`config.mk`:
```
export PLATFORM = sky130hd
export DESIGN_NAME = fixed_frame_receiver_matcher
export DESIGN_NICKNAME = d
export VERILOG_FILES = /design/src/rtl/core/ffrm_pkg.sv /design/src/rtl/core/ffrm_in_stage.sv /design/src/rtl/core/ffrm_assembler.sv /design/src/rtl/core/ffrm_out_reg.sv /design/src/rtl/core/fixed_frame_receiver_matcher.sv
export SDC_FILE = /design/constraint.sdc
export NUM_CORES = 1
export LEC_CHECK = 0
export ABC_AREA = 1
export ABC_CLOCK_PERIOD_IN_PS = 7300
export BUFFER_PORTS_ARGS = -buffer_cell sky130_fd_sc_hd__buf_2
export CAP_MARGIN = 0
export CORE_AREA = 5 5 133 135
export CTS_BUF_LIST = sky130_fd_sc_hd__clkbuf_16
export CTS_CLUSTER_DIAMETER = 100
export DETAILED_ROUTE_END_ITERATION = 10
export DIE_AREA = 0 0 138 140
export GPL_ROUTABILITY_DRIVEN = 0
export PLACE_DENSITY = 0.83
export SLEW_MARGIN = 40
export SYNTH_ARGS = -nofsm -noshare
export SYNTH_HDL_FRONTEND = slang
export SYNTH_SLANG_ARGS = --single-unit
```
`constraint.sdc`:
```
create_clock -name clk -period 7.3 [get_ports clk]
set_input_delay 0.365 -clock clk [delete_from_list [all_inputs] [get_ports clk]]
set_output_delay 0.365 -clock clk [all_outputs]
set_load 0.02 [all_outputs]
```
`src/rtl/core/ffrm_pkg.sv`:
```
// Shared types and constants for the fixed frame receiver and matcher.
`default_nettype none
package ffrm_pkg;

	localparam logic [7:0] START_BYTE    = 8'h5A;
	localparam logic [7:0] END_BYTE      = 8'hA5;
	localparam logic [7:0] ANY_CHECK     = 8'hFF;
	localparam logic [7:0] RESPONSE_BIT  = 8'h80;
	localparam logic [7:0] VERSION_VALUE = 8'h00;

	localparam logic [3:0] POS_HUNT    = 4'd0;
	localparam logic [3:0] POS_VERSION = 4'd1;
	localparam logic [3:0] POS_SOURCE  = 4'd2;
	localparam logic [3:0] POS_DEST    = 4'd3;
	localparam logic [3:0] POS_PAY_LO  = 4'd4;
	localparam logic [3:0] POS_PAY_HI  = 4'd11;
	localparam logic [3:0] POS_CHECK   = 4'd12;
	localparam logic [3:0] POS_END     = 4'd13;

	localparam int CFG_IDX_W = 2;
	localparam logic [CFG_IDX_W-1:0] REG_SOURCE   = 2'd0;
	localparam logic [CFG_IDX_W-1:0] REG_CLASS    = 2'd1;
	localparam logic [CFG_IDX_W-1:0] REG_FUNCTION = 2'd2;
	localparam logic [CFG_IDX_W-1:0] REG_CHANNEL  = 2'd3;

	typedef struct packed {
		logic [7:0] source;
		logic [7:0] class_byte;
		logic [7:0] function_byte;
		logic [7:0] channel;
	} cfg_t;

	typedef struct packed {
		logic       mode;
		logic [7:0] rx_byte;
	} in_item_t;

	typedef struct packed {
		logic        awaited_response;
		logic [63:0] payload;
		logic [7:0]  dest_id;
		logic [7:0]  source_id;
	} result_t;

endpackage
`default_nettype wire

```
`src/rtl/core/ffrm_in_stage.sv`:
```
// Input register stage that holds one accepted transfer until it is processed.
`default_nettype none
module ffrm_in_stage import ffrm_pkg::*; (
	input  wire logic     clk,
	input  wire logic     arst_n,
	input  wire logic     in_valid,
	output logic          in_ready,
	input  wire in_item_t in_item,
	input  wire logic     advance,
	output logic          valid_s1,
	output in_item_t      item_s1
);

	assign in_ready = !valid_s1 || advance;

	always_ff @(posedge clk or negedge arst_n) begin
		if (!arst_n) begin
			valid_s1 <= 1'b0;
		end else if (in_ready) begin
			valid_s1 <= in_valid;
		end
	end

	always_ff @(posedge clk) begin
		if (in_ready && in_valid) begin
			item_s1 <= in_item;
		end
	end

endmodule
`default_nettype wire

```
`src/rtl/core/ffrm_assembler.sv`:
```
// Frame assembly, checksum, version and end-byte checks, and response matching.
`default_nettype none
module ffrm_assembler import ffrm_pkg::*; (
	input  wire logic     clk,
	input  wire logic     arst_n,
	input  wire cfg_t     cfg,
	input  wire logic     valid_s1,
	input  wire in_item_t item_s1,
	input  wire logic     out_free,
	output logic          advance,
	output logic          res_valid,
	output result_t       res
);

	logic [3:0]  pos_q, pos_d;
	logic [7:0]  sum_q, sum_d;
	logic        version_ok_q, version_ok_d;
	logic [7:0]  source_q, source_d;
	logic [7:0]  dest_q, dest_d;
	logic [63:0] payload_q, payload_d;
	logic [7:0]  check_q, check_d;
	logic        armed_q, armed_d;
	logic        at_end;
	logic        hunting;
	logic        sum_ok;
	logic        frame_ok;
	logic        match;
	logic [7:0]  b;

	assign b       = item_s1.rx_byte;
	assign hunting = (pos_q == POS_HUNT) || (pos_q > POS_END);
	assign at_end  = !item_s1.mode && (pos_q == POS_END);
	assign advance = valid_s1 && (!at_end || out_free);

	assign sum_ok   = ((sum_q + check_q) == 8'h00) || (check_q == ANY_CHECK);
	assign frame_ok = (b == END_BYTE) && version_ok_q && sum_ok;
	assign match    = armed_q && (source_q == cfg.source)
		&& (payload_q[63:56] == cfg.class_byte)
		&& (payload_q[55:48] == (cfg.function_byte | RESPONSE_BIT))
		&& (payload_q[47:40] == cfg.channel);

	always_comb begin
		pos_d        = pos_q;
		sum_d        = sum_q;
		version_ok_d = version_ok_q;
		source_d     = source_q;
		dest_d       = dest_q;
		payload_d    = payload_q;
		check_d      = check_q;
		armed_d      = armed_q;
		res_valid    = 1'b0;
		res.source_id        = source_q;
		res.dest_id          = dest_q;
		res.payload          = payload_q;
		res.awaited_response = match;
		if (advance) begin
			if (item_s1.mode) begin
				armed_d = 1'b1;
			end else if (hunting) begin
				pos_d = (b == START_BYTE) ? POS_VERSION : POS_HUNT;
			end else if (pos_q == POS_END) begin
				pos_d = POS_HUNT;
				if (frame_ok) begin
					res_valid = 1'b1;
					if (match) begin
						armed_d = 1'b0;
					end
				end
			end else begin
				pos_d = pos_q + 4'd1;
				if (pos_q == POS_VERSION) begin
					version_ok_d = (b == VERSION_VALUE);
					sum_d        = 8'h00;
				end else if (pos_q == POS_SOURCE) begin
					source_d = b;
					sum_d    = sum_q + b;
				end else if (pos_q == POS_DEST) begin
					dest_d = b;
					sum_d  = sum_q + b;
				end else if (pos_q >= POS_PAY_LO && pos_q <= POS_PAY_HI) begin
					payload_d = {payload_q[55:0], b};
					sum_d     = sum_q + b;
				end else if (pos_q == POS_CHECK) begin
					check_d = b;
				end
			end
		end
	end

	always_ff @(posedge clk or negedge arst_n) begin
		if (!arst_n) begin
			pos_q        <= POS_HUNT;
			sum_q        <= 8'h00;
			version_ok_q <= 1'b0;
			source_q     <= 8'h00;
			dest_q       <= 8'h00;
			payload_q    <= 64'h0;
			check_q      <= 8'h00;
			armed_q      <= 1'b0;
		end else begin
			pos_q        <= pos_d;
			sum_q        <= sum_d;
			version_ok_q <= version_ok_d;
			source_q     <= source_d;
			dest_q       <= dest_d;
			payload_q    <= payload_d;
			check_q      <= check_d;
			armed_q      <= armed_d;
		end
	end

endmodule
`default_nettype wire

```
`src/rtl/core/ffrm_out_reg.sv`:
```
// Result register that holds one frame result until the receiver takes it.
`default_nettype none
module ffrm_out_reg import ffrm_pkg::*; (
	input  wire logic    clk,
	input  wire logic    arst_n,
	input  wire logic    res_valid,
	input  wire result_t res,
	output logic         out_free,
	output logic         out_valid,
	input  wire logic    out_ready,
	output result_t      out_res
);

	logic out_valid_q;
	result_t res_q;

	assign out_free  = !out_valid_q || out_ready;
	assign out_valid = out_valid_q;
	assign out_res   = res_q;

	always_ff @(posedge clk or negedge arst_n) begin
		if (!arst_n) begin
			out_valid_q <= 1'b0;
		end else if (out_free) begin
			out_valid_q <= res_valid;
		end
	end

	always_ff @(posedge clk) begin
		if (out_free && res_valid) begin
			res_q <= res;
		end
	end

endmodule
`default_nettype wire

```
`src/rtl/core/fixed_frame_receiver_matcher.sv`:
```
// Top level of the fixed frame receiver and response matcher.
// Usage:
// The slave stream carries one item per transfer: s_tdata holds a received
// byte and s_tuser is set for an arm item, which starts a wait for a response.
// Bytes are assembled into 14-byte frames that open with 0x5A and close with
// 0xA5; each frame that passes the version, checksum and end checks yields
// one master transfer with its source, destination and payload. m_tuser marks
// the first valid frame that matches the armed wait on the configured source,
// class, function with the response bit set, and channel.
// The write port sets the four match registers; the user must use it only while
// idle, which the block does not enforce. A transfer is registered on entry and
// each result again at the output; one item is taken every cycle unless a
// closing byte waits for the output register. When the receiver stalls, one
// result waits in the output register and the input keeps taking items until
// the next closing byte needs that register. Reset returns the block to hunting
// for a start byte, clears the wait and sets all match registers to zero.
`default_nettype none
module fixed_frame_receiver_matcher import ffrm_pkg::*; (
	input  wire logic                 clk,
	input  wire logic                 arst_n,
	input  wire logic                 s_tvalid,
	output logic                      s_tready,
	input  wire logic [7:0]           s_tdata,   // rx_byte
	input  wire logic                 s_tuser,   // mode
	output logic                      m_tvalid,
	input  wire logic                 m_tready,
	output logic [79:0]               m_tdata,   // source_id, dest_id, payload
	output logic                      m_tuser,   // awaited_response
	input  wire logic                 cfg_we,
	input  wire logic [CFG_IDX_W-1:0] cfg_index,
	input  wire logic [7:0]           cfg_wdata
);

	cfg_t     cfg_q;
	in_item_t in_item;
	in_item_t item_s1;
	logic     valid_s1;
	logic     advance;
	logic     out_free;
	logic     res_valid;
	result_t  res;
	result_t  out_res;

	always_ff @(posedge clk or negedge arst_n) begin
		if (!arst_n) begin
			cfg_q <= '0;
		end else if (cfg_we) begin
			case (cfg_index)
				REG_SOURCE:   cfg_q.source        <= cfg_wdata;
				REG_CLASS:    cfg_q.class_byte    <= cfg_wdata;
				REG_FUNCTION: cfg_q.function_byte <= cfg_wdata;
				REG_CHANNEL:  cfg_q.channel       <= cfg_wdata;
				default:      cfg_q               <= cfg_q;
			endcase
		end
	end

	assign in_item.mode    = s_tuser;
	assign in_item.rx_byte = s_tdata;

	ffrm_in_stage u_in_stage (
		.clk      (clk),
		.arst_n   (arst_n),
		.in_valid (s_tvalid),
		.in_ready (s_tready),
		.in_item  (in_item),
		.advance  (advance),
		.valid_s1 (valid_s1),
		.item_s1  (item_s1)
	);

	ffrm_assembler u_assembler (
		.clk       (clk),
		.arst_n    (arst_n),
		.cfg       (cfg_q),
		.valid_s1  (valid_s1),
		.item_s1   (item_s1),
		.out_free  (out_free),
		.advance   (advance),
		.res_valid (res_valid),
		.res       (res)
	);

	ffrm_out_reg u_out_reg (
		.clk       (clk),
		.arst_n    (arst_n),
		.res_valid (res_valid),
		.res       (res),
		.out_free  (out_free),
		.out_valid (m_tvalid),
		.out_ready (m_tready),
		.out_res   (out_res)
	);

	assign m_tdata = {out_res.payload, out_res.dest_id, out_res.source_id};
	assign m_tuser = out_res.awaited_response;

endmodule
`default_nettype wire

```
Yosys cells after proc, flatten, opt, wreduce, memory -nomap -nowiden
Cells that the tools add are included.
- $add $sub $neg: 3
- $lt $le $gt $ge: 3
- equality and inequality tests: 16
- multiplexer cells: 17
- bitwise logic cells: 7
- reduce and logical (&&, ||, !) cells: 40
- operators by type and width (kind ; number):
    $eq A8 B8 Y1 ; 4
    $mux W8 ; 4
    $add A8 B8 Y8 ; 2
    $eq A8 B8 Y1 const B ; 2
    $logic_not A8 Y1 ; 2
    $reduce_and A5 Y1 ; 3
    $logic_and A1 B1 Y1 ; 11
    $mux W1 ; 11
    $reduce_and A2 Y1 ; 5
    $reduce_and A9 Y1 ; 1
    $eq A4 B2 Y1 const B ; 2
    $eq A4 B4 Y1 const B ; 2
    $eq A8 B7 Y1 const B ; 1
    $mux W4 ; 2
    $reduce_and A8 Y1 ; 1
    $not A1 Y1 ; 7
    $reduce_and A7 Y1 ; 1
    $reduce_and A6 Y1 ; 1
    $reduce_bool A2 Y1 ; 3
    $logic_or A1 B1 Y1 ; 5
    $add A4 B1 Y4 const B ; 1
    $eq A2 B2 Y1 const B ; 2
    $eq A4 B1 Y1 const B ; 1
    $ge A4 B3 Y1 const B ; 1
    8 further kinds ; 11
- register bits after elaboration: 225
- input port bits: 24
- word-level logic and storage cells: 106

Logic depth before layout (Yosys ltp)
Gate-level depths: netlist (run 1).
- depth after elaboration: 10
- depth in mapped cells: 13
- gate-level depth less buffers: 13

By module
From an unflattened synthesis (run 1), not the netlist that was laid out.
- cell total of the unflattened synthesis: 902
- area total of the unflattened synthesis: 9437.8 µm²
- by module, submodules not included (module ; times used ; cells each ; area each (µm²) ; sequential area each (µm²)):
    ffrm_assembler ; 1 ; 657 ; 5208.7 ; 2552.4
    ffrm_out_reg ; 1 ; 87 ; 2477.4 ; 2457.4
    fixed_frame_receiver_matcher ; 1 ; 143 ; 1436.4 ; 800.8
    ffrm_in_stage ; 1 ; 15 ; 315.3 ; 295.3

Worst setup path before layout (run 1)
Ideal clock, no wire load.
- kind: register to register
- start: register u_assembler.check_q[0]
- end: register u_out_reg.res_q (netlist bit u_out_reg.out_res[0]) (enable)
- setup time: 521 ps
- arrival: 5086 ps
- data required time: 6779 ps
- slack: 1693 ps
- stages on the path, launching flop included: 12
- period minus slack after synthesis: 5607 ps
- cells stage by stage: dfrtp_1 ha_1 fa_1 nor2_1 nor2_1 nor3_1 nand3_1 nor2_1 nand2_1 nand2_1 nand2_1 nor2_1
- cells in the longest elaborated chain, start to end: 10
- RTL lines (what ; line ; RTL):
    from (decl) ; ffrm_assembler.sv:21 ; logic [7:0] check_q, check_d;
    from (signal assigned) ; ffrm_assembler.sv:107 ; check_q <= check_d;
    $add A8 B8 Y8 ; ffrm_assembler.sv:35 ; assign sum_ok = ((sum_q + check_q) == 8'h00) || (check_q == ANY_CHECK);
    $logic_not A8 Y1 ; ffrm_assembler.sv:35 ;
    $logic_or A1 B1 Y1 * ; ffrm_assembler.sv:35 ;
    $logic_and A1 B1 Y1 * ; ffrm_assembler.sv:36 ; assign frame_ok = (b == END_BYTE) && version_ok_q && sum_ok;
    $mux W1 * ; ffrm_assembler.sv:63 ; if (frame_ok) begin
    $mux W1 * ; ffrm_assembler.sv:61 ; end else if (pos_q == POS_END) begin
    $mux W1 * ; ffrm_assembler.sv:59 ; end else if (hunting) begin
    $mux W1 * ; ffrm_assembler.sv:57 ; if (item_s1.mode) begin
    $mux W1 * ; ffrm_assembler.sv:56 ; if (advance) begin
    $logic_and A1 B1 Y1 * ; ffrm_out_reg.sv:30 ; if (out_free && res_valid) begin
    to (signal assigned) ; ffrm_out_reg.sv:31 ; res_q <= res;
    to (decl) ; ffrm_out_reg.sv:15 ; result_t res_q;
Mark *: on every way between the ends. The rest lies on a longest branch, timed or not.
A chain may end at the register's enable or synchronous reset.

Worst setup path in the final report (run 1)
- start: register u_assembler.check_q[0]
- end: register u_out_reg.res_q (netlist bit u_out_reg.out_res[60]) (enable)
The elaborated chain is that of the path after synthesis.

==> results of run 1 <==
[kinds of logic after synthesis]
group | after synthesis | share of synthesized area
flops | 225 | 0.653
xor+xnor | 12 | 0.0113
buf+inv | 160 | 0.0678
fa+ha+maj | 18 | 0.0258
compound gates | 149 | 0.0844
simple gates | 356 | 0.158
[how the worst max path moves through the flow]
stage / start / end / depth (start not counted)
after floorplan: u_assembler.check_q[0] / u_out_reg.out_res[0] / 11
final: u_assembler.check_q[0] / u_out_reg.out_res[60] / 12
after CTS: u_assembler.check_q[0] / u_out_reg.out_res[61] / 12
after global routing: u_assembler.check_q[0] / u_out_reg.out_res[61] / 12
after detailed placement: u_assembler.check_q[0] / u_out_reg.out_res[37] / 12
after global placement: u_assembler.check_q[0] / u_out_reg.out_res[60] / 12
[layout by cell type, fill, tap and decap left out, types with 2 or more instances in the layout]
cell type  Yosys  routed
buf_6          2       2
ha_1          16      16
xor2_1         5       5
fa_1           2       2
clkinv_2       0       5
nor2_1        63      62
o22ai_1        3       3
o21ai_2        9       9
nor2_2         2       2
nand3_1       22      22
o21ai_0       81      81
nor3_1         4       4
nor2_4         2       3
xnor2_1        7       7
clkbuf_16      0      22
clkinv_1       0       2
nand2_4        3       3
nand2_1      236     236
buf_2         13     105
bufinv_16      0       6
a21oi_1       37      37
inv_1        137     140
dfrtp_1      135     135
edfxtp_1      90      90
nand4_1       15      15
o21ai_1       18      18
nand2_2        4       4
or2_2          3       3
[flip-flops by register name, summed over array words and instances, names as in the netlist, 4 cells and up]
register / count
u_out_reg.out_res: 81
u_assembler.payload_q: 64
cfg_q: 31
u_in_stage.item_s1: 9
u_assembler.check_q: 8
u_assembler.dest_q: 8
u_assembler.source_q: 8
u_assembler.sum_q: 8
u_assembler.pos_q: 4
[stage by stage]
step	instance area, sq um	power [mW]	cells	util
floorplan	9320	2.63	920	-
global placement	10000	2.86	1227	0.614
detailed placement	10100	2.92	1227	0.615
CTS	10900	4.18	1268	0.664
global route	10900	4.44	1268	0.664
finish	10900	4.18	1268	0.664
[per-layer routing]
layer | global-route usage | wire length [microns]
met2 | 0.358 | 9900
met4 | 0.0619 | 519
met1 | 0.254 | 8010
met5 | 0 | 0
met3 | 0.0375 | 1190
[area by class of cell]
cell class | instances | area (sq um) | share of cell area
Clock buffer | 22 | 551 | 0.0507
Clock inverter | 18 | 249 | 0.0229
Inverter | 138 | 518 | 0.0477
Multi-Input combinational cell | 535 | 2610 | 0.240
Sequential cell | 225 | 6080 | 0.560
Tap cell | 220 | 275 | 0.0253
Timing Repair Buffer | 110 | 579 | 0.0533
[power by group through the flow]
stage	registers (mW)	logic, mW	clock network, mW
floorplan	1.86	0.774	0
global placement	1.94	0.920	0
detailed placement	1.96	0.966	0
CTS	1.94	0.996	1.24
global route	1.98	1.15	1.31
finish	1.94	0.998	1.23
[timing repair]
| action | CTS | global route |
|---|---|---|
| hold buffers | 1 | 0 |
| hold endpoints to repair | 56 | 0 |
| endpoints found under the setup margin | 0 | 0 |
==> flow_metrics.env, run 1 <==
export IMPL_clk_pin_slew_ns=0.06
export IMPL_synth_most_common_cell="nand2_1"
export IMPL_synth_seq_cells=225
export IMPL_r2r_slack_ns=3.73
export IMPL_ys_top_cells_by_area="dfrtp_1, edfxtp_1, nand2_1, inv_1, o21ai_0"
export IMPL_async_flop_share=0.600
export IMPL_grt_pass1_wl_microns=32100
export IMPL_syn_mean_instance_area_sq_um=10.1
export IMPL_r2r_end="u_out_reg.out_res[60]"
export IMPL_dp_hpwl_microns=13000
export IMPL_wirelength_microns=19600
export IMPL_rows=47
export IMPL_fin_ws_ns=3.73
export IMPL_io_buffers=106
export IMPL_syn2layout_area_growth_pct=16.6
export IMPL_finClkSkew_ns=0.0150
export IMPL_cp_arrival_ns=3.70
export IMPL_slowest_delay_ns=0.72
export IMPL_hold_start="s_tdata[2]"
export IMPL_vias=6580
export IMPL_intPower_mw=2.80
export IMPL_drc=0
export IMPL_viasPerCell=5.19
export IMPL_clock_sinks=225
export IMPL_power_frac_clock=0.295
export IMPL_synth_seq_area_share=0.653
export IMPL_min_path_type="primary input to flip-flop"
export IMPL_setup_viol_count_final=0
export IMPL_p_sw_mw=1.37
export IMPL_coreArea_sq_mm=0.0163
export IMPL_reg2regPathDepth=12
export IMPL_synth_edf_count=90
export IMPL_grt_max_degree=129
export IMPL_first_iter_violations=582
export IMPL_cap_violations=0
export IMPL_worstPathCellList="ha_1 > fa_1 > nor2_1 > nor2_1 > nor3_1 > nand3_1 > nor2_1 > nand2_1 > nand2_1 > nand2_1 > nor2_4 > buf_4"
export IMPL_p_sw_frac=0.329
export IMPL_power_density_mw_per_mm2=384
export IMPL_post_cts_resized=0
export IMPL_wire_per_inst_microns=15.5
export IMPL_htreeDepth=1
export IMPL_grtUsageTotal=0.202
export IMPL_post_cts_buffers=0
export IMPL_synth_common_cells="nand2_1, inv_1, dfrtp_1, edfxtp_1, o21ai_0"
export IMPL_combPwrFrac=0.239
export IMPL_fin_crit_sh=0.489
export IMPL_die_w_microns=138
export IMPL_yosysWarningCount=0
export IMPL_p_seq_frac=0.466
export IMPL_regToRegStartpoint="u_assembler.check_q[0]"
export IMPL_cpLargestDelayFamily="simple AND/OR/NAND/NOR gates"
export IMPL_grt_ovfl_total=0
export IMPL_timing_setup_tns_ns=0
export IMPL_worst_path_buf_inv=1
export IMPL_first_global_vias=6473
export IMPL_layout_nets=1074
export IMPL_synth_top_area_frac=0.363
export IMPL_antenna_found_initial=0
export IMPL_crit_required_ns=7.44
export IMPL_drtPass1Iterations=5
export IMPL_synth_area_leader_cell="dfrtp_1"
export IMPL_hold_path_end="u_in_stage.item_s1[2]"
export IMPL_insertion_delay_ns=0.51
export IMPL_cts_root_buf="clkbuf_16"
export IMPL_hold_path_depth=1
export IMPL_ys_types=29
export IMPL_fp_dieH_microns=140
export IMPL_worst_setup_path_end_kind="flip-flop"
export IMPL_synthesis_area_sq_mm=0.00932
export IMPL_start_util=0.570
export IMPL_holdWs_ns=0.0365
export IMPL_dpl_worst_slack_ns=3.83
export IMPL_fmax_ghz=0.280
export IMPL_drive_gt1_frac=0.161
export IMPL_report_final_slew_viol_count=0
export IMPL_dieArea_sq_mm=0.0193
export IMPL_maxSlewHeadroom=0.466
export IMPL_fillers=1189
export IMPL_critPathMaxFanout=64
export IMPL_ys_flop_type="dfrtp_1"
export IMPL_finalHoldViolCount=0
export IMPL_antenna_left=0
export IMPL_crit_slowest_cell="buf_4"
export IMPL_vdd_drop_max_v=0.000230
export IMPL_status="finished, final reports clean"
export IMPL_diodes=0
export IMPL_power_leakage_nw=5.21
export IMPL_critPathKind="flip-flop to flip-flop"
export IMPL_fin_crit_ns=3.57
export IMPL_cp_start_kind="flip-flop"
export IMPL_syn_inst=920
export IMPL_io_pins=107
export IMPL_rsz0062_at_grt="false"
export IMPL_clockBufferDepth=3
export IMPL_syn_nets=962
export IMPL_cts_tree="yes"
export IMPL_numCtsBuffers=22
export IMPL_tightestPinTransition_ns=0.800
Power figures use the tool's default switching activity.
==> run 2, diff against run 1 <==
- ABC_AREA: 1 -> 0
- ABC_CLOCK_PERIOD_IN_PS: 7300 -> 3500
- CORE_AREA: 5 5 133 135 -> 5 5 132 134
- DIE_AREA: 0 0 138 140 -> 0 0 137 139
- clock period: 7.3 -> 3.5 ns (I/O delays scaled with it)
==> run 2 against run 1 <==
Effect of this change: core utilization up 0.38 points; combinational power is 6% higher; clock power is 82% higher; routed wire length fell by 4.7%; critical path depth decreased by 3; synthesized cell count down 37%; global-route usage shrank 0.27 points; clock skew fell by 0.0053 ns; die area down 1.4%; hold slack better by 0.057 ns; largest cell class unchanged; largest power group unchanged.
==> flow_metrics.env, run 2 <==
export IMPL_dr_wl_met2_microns=9610
export IMPL_power_frac_clock=0.341
export IMPL_grt_pass1_wl_microns=30100
export IMPL_power_leakage_nw=4.74
export IMPL_intPower_mw=4.79
export IMPL_fin_crit_ns=3.00
export IMPL_syn_nets=624
export IMPL_async_flop_share=0.600
export IMPL_antenna_left=0
export IMPL_largest_reg_flops=81
export IMPL_drive_gt1_frac=0.360
export IMPL_wl_met3_microns=969
export IMPL_hold_path_depth=3
export IMPL_maxSlewHeadroom=0.575
export IMPL_first_iter_violations=350
export IMPL_insertion_delay_ns=0.50
export IMPL_drc=0
export IMPL_p_seq_frac=0.498
export IMPL_viasPerCell=5.57
export IMPL_finalHoldViolCount=0
export IMPL_die_w_microns=137
export IMPL_synth_top_area_frac=0.370
export IMPL_status="finished, final reports clean"
export IMPL_drtPass1Iterations=5
export IMPL_fmax_ghz=0.333
export IMPL_synth_edf_count=90
export IMPL_fin_ws_ns=0.500
export IMPL_regToRegStartpoint="u_assembler.sum_q[0]"
export IMPL_grt_ovfl_total=0
export IMPL_synth_area_leader_cell="dfrtp_1"
export IMPL_rows=47
export IMPL_io_buffers=106
export IMPL_post_cts_buffers=0
export IMPL_hold_start="m_tready"
export IMPL_final_common_cell="dfrtp_1"
export IMPL_yosysWarningCount=0
export IMPL_vdd_drop_max_v=0.000396
export IMPL_rsz0062_at_grt="false"
export IMPL_dpl_cell_area_sq_mm=0.00992
export IMPL_start_util=0.565
export IMPL_synth_common_cells="dfrtp_1, mux2_2, edfxtp_1, xor2_1, nand2_1"
export IMPL_cp_start_kind="flip-flop"
export IMPL_numCtsBuffers=23
export IMPL_dieArea_sq_mm=0.0190
export IMPL_p_sw_mw=1.79
export IMPL_setup_viol_count_final=0
export IMPL_synth_most_common_cell="dfrtp_1"
export IMPL_finish_utilization=0.668
export IMPL_clock_sinks=225
export IMPL_cap_violations=0
export IMPL_tightestPinTransition_ns=0.635
export IMPL_fp_dieH_microns=139
export IMPL_vias=5374
export IMPL_cts_tree="yes"
export IMPL_finClkSkew_ns=0.00968
export IMPL_min_path_type="primary input to flip-flop"
export IMPL_synthesis_area_sq_mm=0.00914
export IMPL_syn_mean_instance_area_sq_um=15.7
export IMPL_p_sw_frac=0.272
export IMPL_first_global_vias=5670
export IMPL_ys_types=53
export IMPL_fillers=1103
export IMPL_power_density_mw_per_mm2=609
export IMPL_critPathMaxFanout=81
export IMPL_crit_required_ns=3.65
export IMPL_htreeDepth=1
export IMPL_combPwrFrac=0.161
export IMPL_cp_arrival_ns=3.15
export IMPL_grtUsageTotal=0.199
export IMPL_ys_flop_type="dfrtp_1"
export IMPL_report_final_slew_viol_count=0
export IMPL_clockBufferDepth=3
export IMPL_top_layer="met4"
export IMPL_fin_crit_sh=0.857
export IMPL_io_pins=107
export IMPL_syn2layout_area_growth_pct=18.3
export IMPL_timing_setup_tns_ns=0
export IMPL_synth_seq_area_share=0.665
export IMPL_antenna_found_initial=0
export IMPL_dpl_worst_slack_ns=0.558
export IMPL_syn_inst=582
export IMPL_clk_pin_slew_ns=0.06
export IMPL_wirelength_microns=18700
export IMPL_layout_nets=769
export IMPL_mostFrequentLayoutCells="dfrtp_1, mux2_2, buf_2"
export IMPL_synth_seq_cells=225
export IMPL_coreArea_sq_mm=0.0162
export IMPL_dp_hpwl_microns=13000
export IMPL_critical_path_startpoint="u_assembler.sum_q[0]"
export IMPL_worst_setup_path_end_kind="flip-flop"
export IMPL_wl_met1_microns=7820
export IMPL_postLayoutCellArea_sq_mm=0.0108
export IMPL_grt_max_degree=82
export IMPL_diodes=0
export IMPL_ys_top_cells_by_area="dfrtp_1, edfxtp_1, mux2_2, xor2_1, ha_1"
export IMPL_critPathKind="flip-flop to flip-flop"
export IMPL_cts_root_buf="clkbuf_16"
export IMPL_wire_per_inst_microns=19.4
export IMPL_reg2regPathDepth=9
[run 2: cell types whose count changed after synthesis, sizes merged, moves of 10 or more]
cell and change:
a21oi -29, inv -129, mux2 +118, nand2 -219, nand3 -16, nand4 -10, nor2 -48, nor4 +13
o21ai -91, xor2 +24
[run 2: what timing repair did]
item	CTS	global route
endpoints found under the hold margin	108	0
gates resized for setup	0	0
hold buffers	19	0
[run 2: worst paths after layout]
check	slack, ns	end
worst max register to register	0.50	u_out_reg.out_res[3]
worst max-delay path	0.50	u_out_reg.out_res[3]
worst min-delay path	0.09	u_out_reg.out_valid
max in group asynchronous	2.42	u_assembler.sum_q[5]
min in group asynchronous	0.26	u_assembler.payload_q[31]
worst min register to register	0.44	u_out_reg.out_res[8]
[run 2: cells by family after synthesis]
family | share of synthesized area
AO/OA/AOI/OAI | 0.0392
XOR/XNOR | 0.0345
adder cells (fa/ha/maj) | 0.0263
buffers and inverters | 0.0160
flip-flops | 0.665
multiplexers | 0.149
AND/OR/NAND/NOR | 0.0698
[run 2: power by group through the flow]
stage / combinational [mW] / clock [mW] / sequential (mW)
global route: 1.18 / 2.40 / 3.31
floorplan: 0.850 / 0 / 3.20
finish: 1.06 / 2.24 / 3.28
CTS: 1.06 / 2.28 / 3.28
detailed placement: 1.03 / 0 / 3.32
global placement: 0.973 / 0 / 3.31
[run 2: worst max-delay path, cell delays in order (launching register included)]
cell and delay (ns):
dfrtp_1 0.41, ha_2 0.24, fa_2 0.38, xor2_1 0.15
nor3_1 0.21, o2111ai_1 0.15, nor4_1 0.31, a31oi_1 0.19
nor2_4 0.17, buf_12 0.37
[run 2: stage by stage]
step                      std cells  hold slack (ns)  power, mW
after floorplan                 582           -0.121       4.05
after global placement          903            0.329       4.28
after detailed placement        903            0.343       4.35
after CTS                       964            0.104       6.61
after global routing            964           0.0877       6.89
final                           964           0.0931       6.58
[run 2: layout make-up]
class | count | area, sq um | area share
Timing Repair Buffer | 131 | 797 | 0.0738
Tap cell | 220 | 275 | 0.0255
Inverter | 9 | 33.8 | 0.00313
Clock inverter | 19 | 120 | 0.0111
Sequential cell | 225 | 6080 | 0.563
Clock buffer | 23 | 576 | 0.0533
Multi-Input combinational cell | 337 | 2920 | 0.271
[run 2: routing by layer]
layer  vias up  track usage
met4         0       0.0541
met3        27       0.0312
met1      2739        0.262
met5         -            0
li1       2456            -
met2       152        0.344
==> run 3, diff against run 2 <==
- ABC_CLOCK_PERIOD_IN_PS: 3500 -> 3870
- CORE_AREA: 5 5 132 134 -> 2 2 129 131
- DIE_AREA: 0 0 137 139 -> 0 0 131 133
- clock period: 3.5 -> 3.87 ns (I/O delays scaled with it)
==> run 3 against run 2 <==
Effect of this change: hold slack gained 0.046 ns; final cell count did not move; combinational power is 10% lower; via count is 0.69% higher; clock skew decreased by 0.0032 ns.
==> flow_metrics.env, run 3 (same netlist as run 2, synthesis figures left out) <==
export IMPL_cap_violations=0
export IMPL_mostFrequentLayoutCells="dfrtp_1, mux2_2, buf_2"
export IMPL_dp_hpwl_microns=12500
export IMPL_io_pins=107
export IMPL_dpl_worst_slack_ns=0.759
export IMPL_dieArea_sq_mm=0.0174
export IMPL_syn2layout_area_growth_pct=18.7
export IMPL_grt_busiest_layer="met2"
export IMPL_r2r_slack_ns=0.72
export IMPL_timing_setup_tns_ns=0
export IMPL_cp_start_kind="flip-flop"
export IMPL_fin_ws_ns=0.715
export IMPL_setup_viol_count_final=0
export IMPL_cp_arrival_ns=3.30
export IMPL_dp_cells=903
export IMPL_holdWs_ns=0.139
export IMPL_fin_crit_sh=0.815
export IMPL_maxSlewHeadroom=0.526
export IMPL_insertion_delay_ns=0.50
export IMPL_clockBufferDepth=3
export IMPL_status="finished, final reports clean"
export IMPL_viasPerCell=5.61
export IMPL_grt_util_met2=0.362
export IMPL_grt_max_degree=81
export IMPL_critPathKind="flip-flop to flip-flop"
export IMPL_grtUsageMet1=0.288
export IMPL_grt_ovfl_total=0
export IMPL_hold_path_depth=3
export IMPL_fmax_ghz=0.317
export IMPL_rows=47
export IMPL_finish_utilization=0.671
export IMPL_numCtsBuffers=23
export IMPL_clock_sinks=225
export IMPL_seq_area_sq_mm=0.00608
export IMPL_p_total_mw=6.08
export IMPL_io_buffers=106
export IMPL_clk_pin_slew_ns=0.06
export IMPL_antenna_found_initial=0
export IMPL_wirelength_microns=18200
export IMPL_fin_crit_ns=3.15
export IMPL_layoutNonFillerInstCount=964
export IMPL_finClkSkew_ns=0.00646
export IMPL_drc=0
export IMPL_layout_nets=769
export IMPL_crit_required_ns=4.01
export IMPL_fillers=1064
export IMPL_grt_pass1_wl_microns=29200
export IMPL_dpl_cell_area_sq_mm=0.00990
export IMPL_drive_gt1_frac=0.359
export IMPL_min_path_type="primary input to flip-flop"
export IMPL_post_cts_buffers=0
export IMPL_tightestPinTransition_ns=0.711
export IMPL_start_util=0.565
export IMPL_final_common_cell="dfrtp_1"
export IMPL_vias=5411
export IMPL_finalHoldViolCount=0
export IMPL_diodes=0
export IMPL_largest_reg_flops=81
export IMPL_power_density_mw_per_mm2=561
export IMPL_antenna_left=0
export IMPL_cts_tree="yes"
export IMPL_critPathMaxFanout=79
export IMPL_cts_root_buf="clkbuf_16"
export IMPL_wire_per_inst_microns=18.9
export IMPL_coreArea_sq_mm=0.0162
export IMPL_htreeDepth=1
export IMPL_reg2regPathDepth=9
export IMPL_first_global_vias=5564
export IMPL_rsz0062_at_grt="false"
export IMPL_postLayoutCellArea_sq_mm=0.0108
export IMPL_die_w_microns=131
export IMPL_drtPass1Iterations=5
export IMPL_worst_setup_path_end_kind="flip-flop"
export IMPL_power_leakage_nw=4.76
export IMPL_vdd_drop_max_v=0.000334
export IMPL_grtUsageTotal=0.215
export IMPL_report_final_slew_viol_count=0
export IMPL_multi_input_area_sq_mm=0.00292
export IMPL_fp_dieH_microns=133
export IMPL_first_iter_violations=338
export IMPL_grtUsageMet3=0.0307
run 3: changes by cell type in the layout (fill, tap and decap cells not counted):
| cell | delta |
|---|---|
| clkinv_1 | +1 |
| buf_4 | +1 |
| bufinv_16 | +2 |
| clkinv_4 | +1 |
| inv_1 | -2 |
| clkinv_2 | -2 |
| fa_1 | +1 |
| fa_2 | -1 |
| ha_2 | -1 |
| ha_1 | +1 |
| buf_12 | -1 |
run 3: where the power goes:
part           leakage, nW  switching [mW]  internal [mW]
Sequential            2.55           0.229           2.73
Clock                0.376           0.884           1.29
Combinational         1.83           0.504          0.449
Total                 4.76            1.62           4.46
run 3: worst max-delay path, stage by stage, from the launching register on:
cell and delay (ns):
dfrtp_1 0.41, ha_1 0.25, fa_1 0.47, xor2_1 0.18, nor3_1 0.21, o2111ai_1 0.15, nor4_1 0.31, a31oi_1 0.20
nor2_4 0.18, buf_12 0.33
run 3: what timing repair did:
action                    4_1_cts  5_1_grt
resized for setup               0        0
hold endpoints to repair      117        0
hold buffers                   19        0
run 3: routing by layer:
metal  wire (microns)  part of all wire
met5                0                 0
met4              515             0.028
met3              843             0.046
met2             9190              0.50
met1             7670              0.42
run 3: final timing paths:
check	to	start
worst max-delay path	u_out_reg.out_res[8]	u_assembler.sum_q[0]
worst max register to register	u_out_reg.out_res[8]	u_assembler.sum_q[0]
worst min-delay path	u_out_reg.out_valid	m_tready
max in group asynchronous	u_assembler.dest_q[6]	arst_n
worst min register to register	u_out_reg.out_res[12]	u_assembler.dest_q[4]
min in group asynchronous	u_assembler.payload_q[31]	arst_n
run 3: final cells by class:
type / count / share of cell area
clock buffers: 23 / 0.0531
flip-flops and latches: 225 / 0.561
clock inverters: 19 / 0.0162
inverters: 9 / 0.00312
well taps: 220 / 0.0254
repair buffers: 131 / 0.0723
multi-input cells: 337 / 0.269
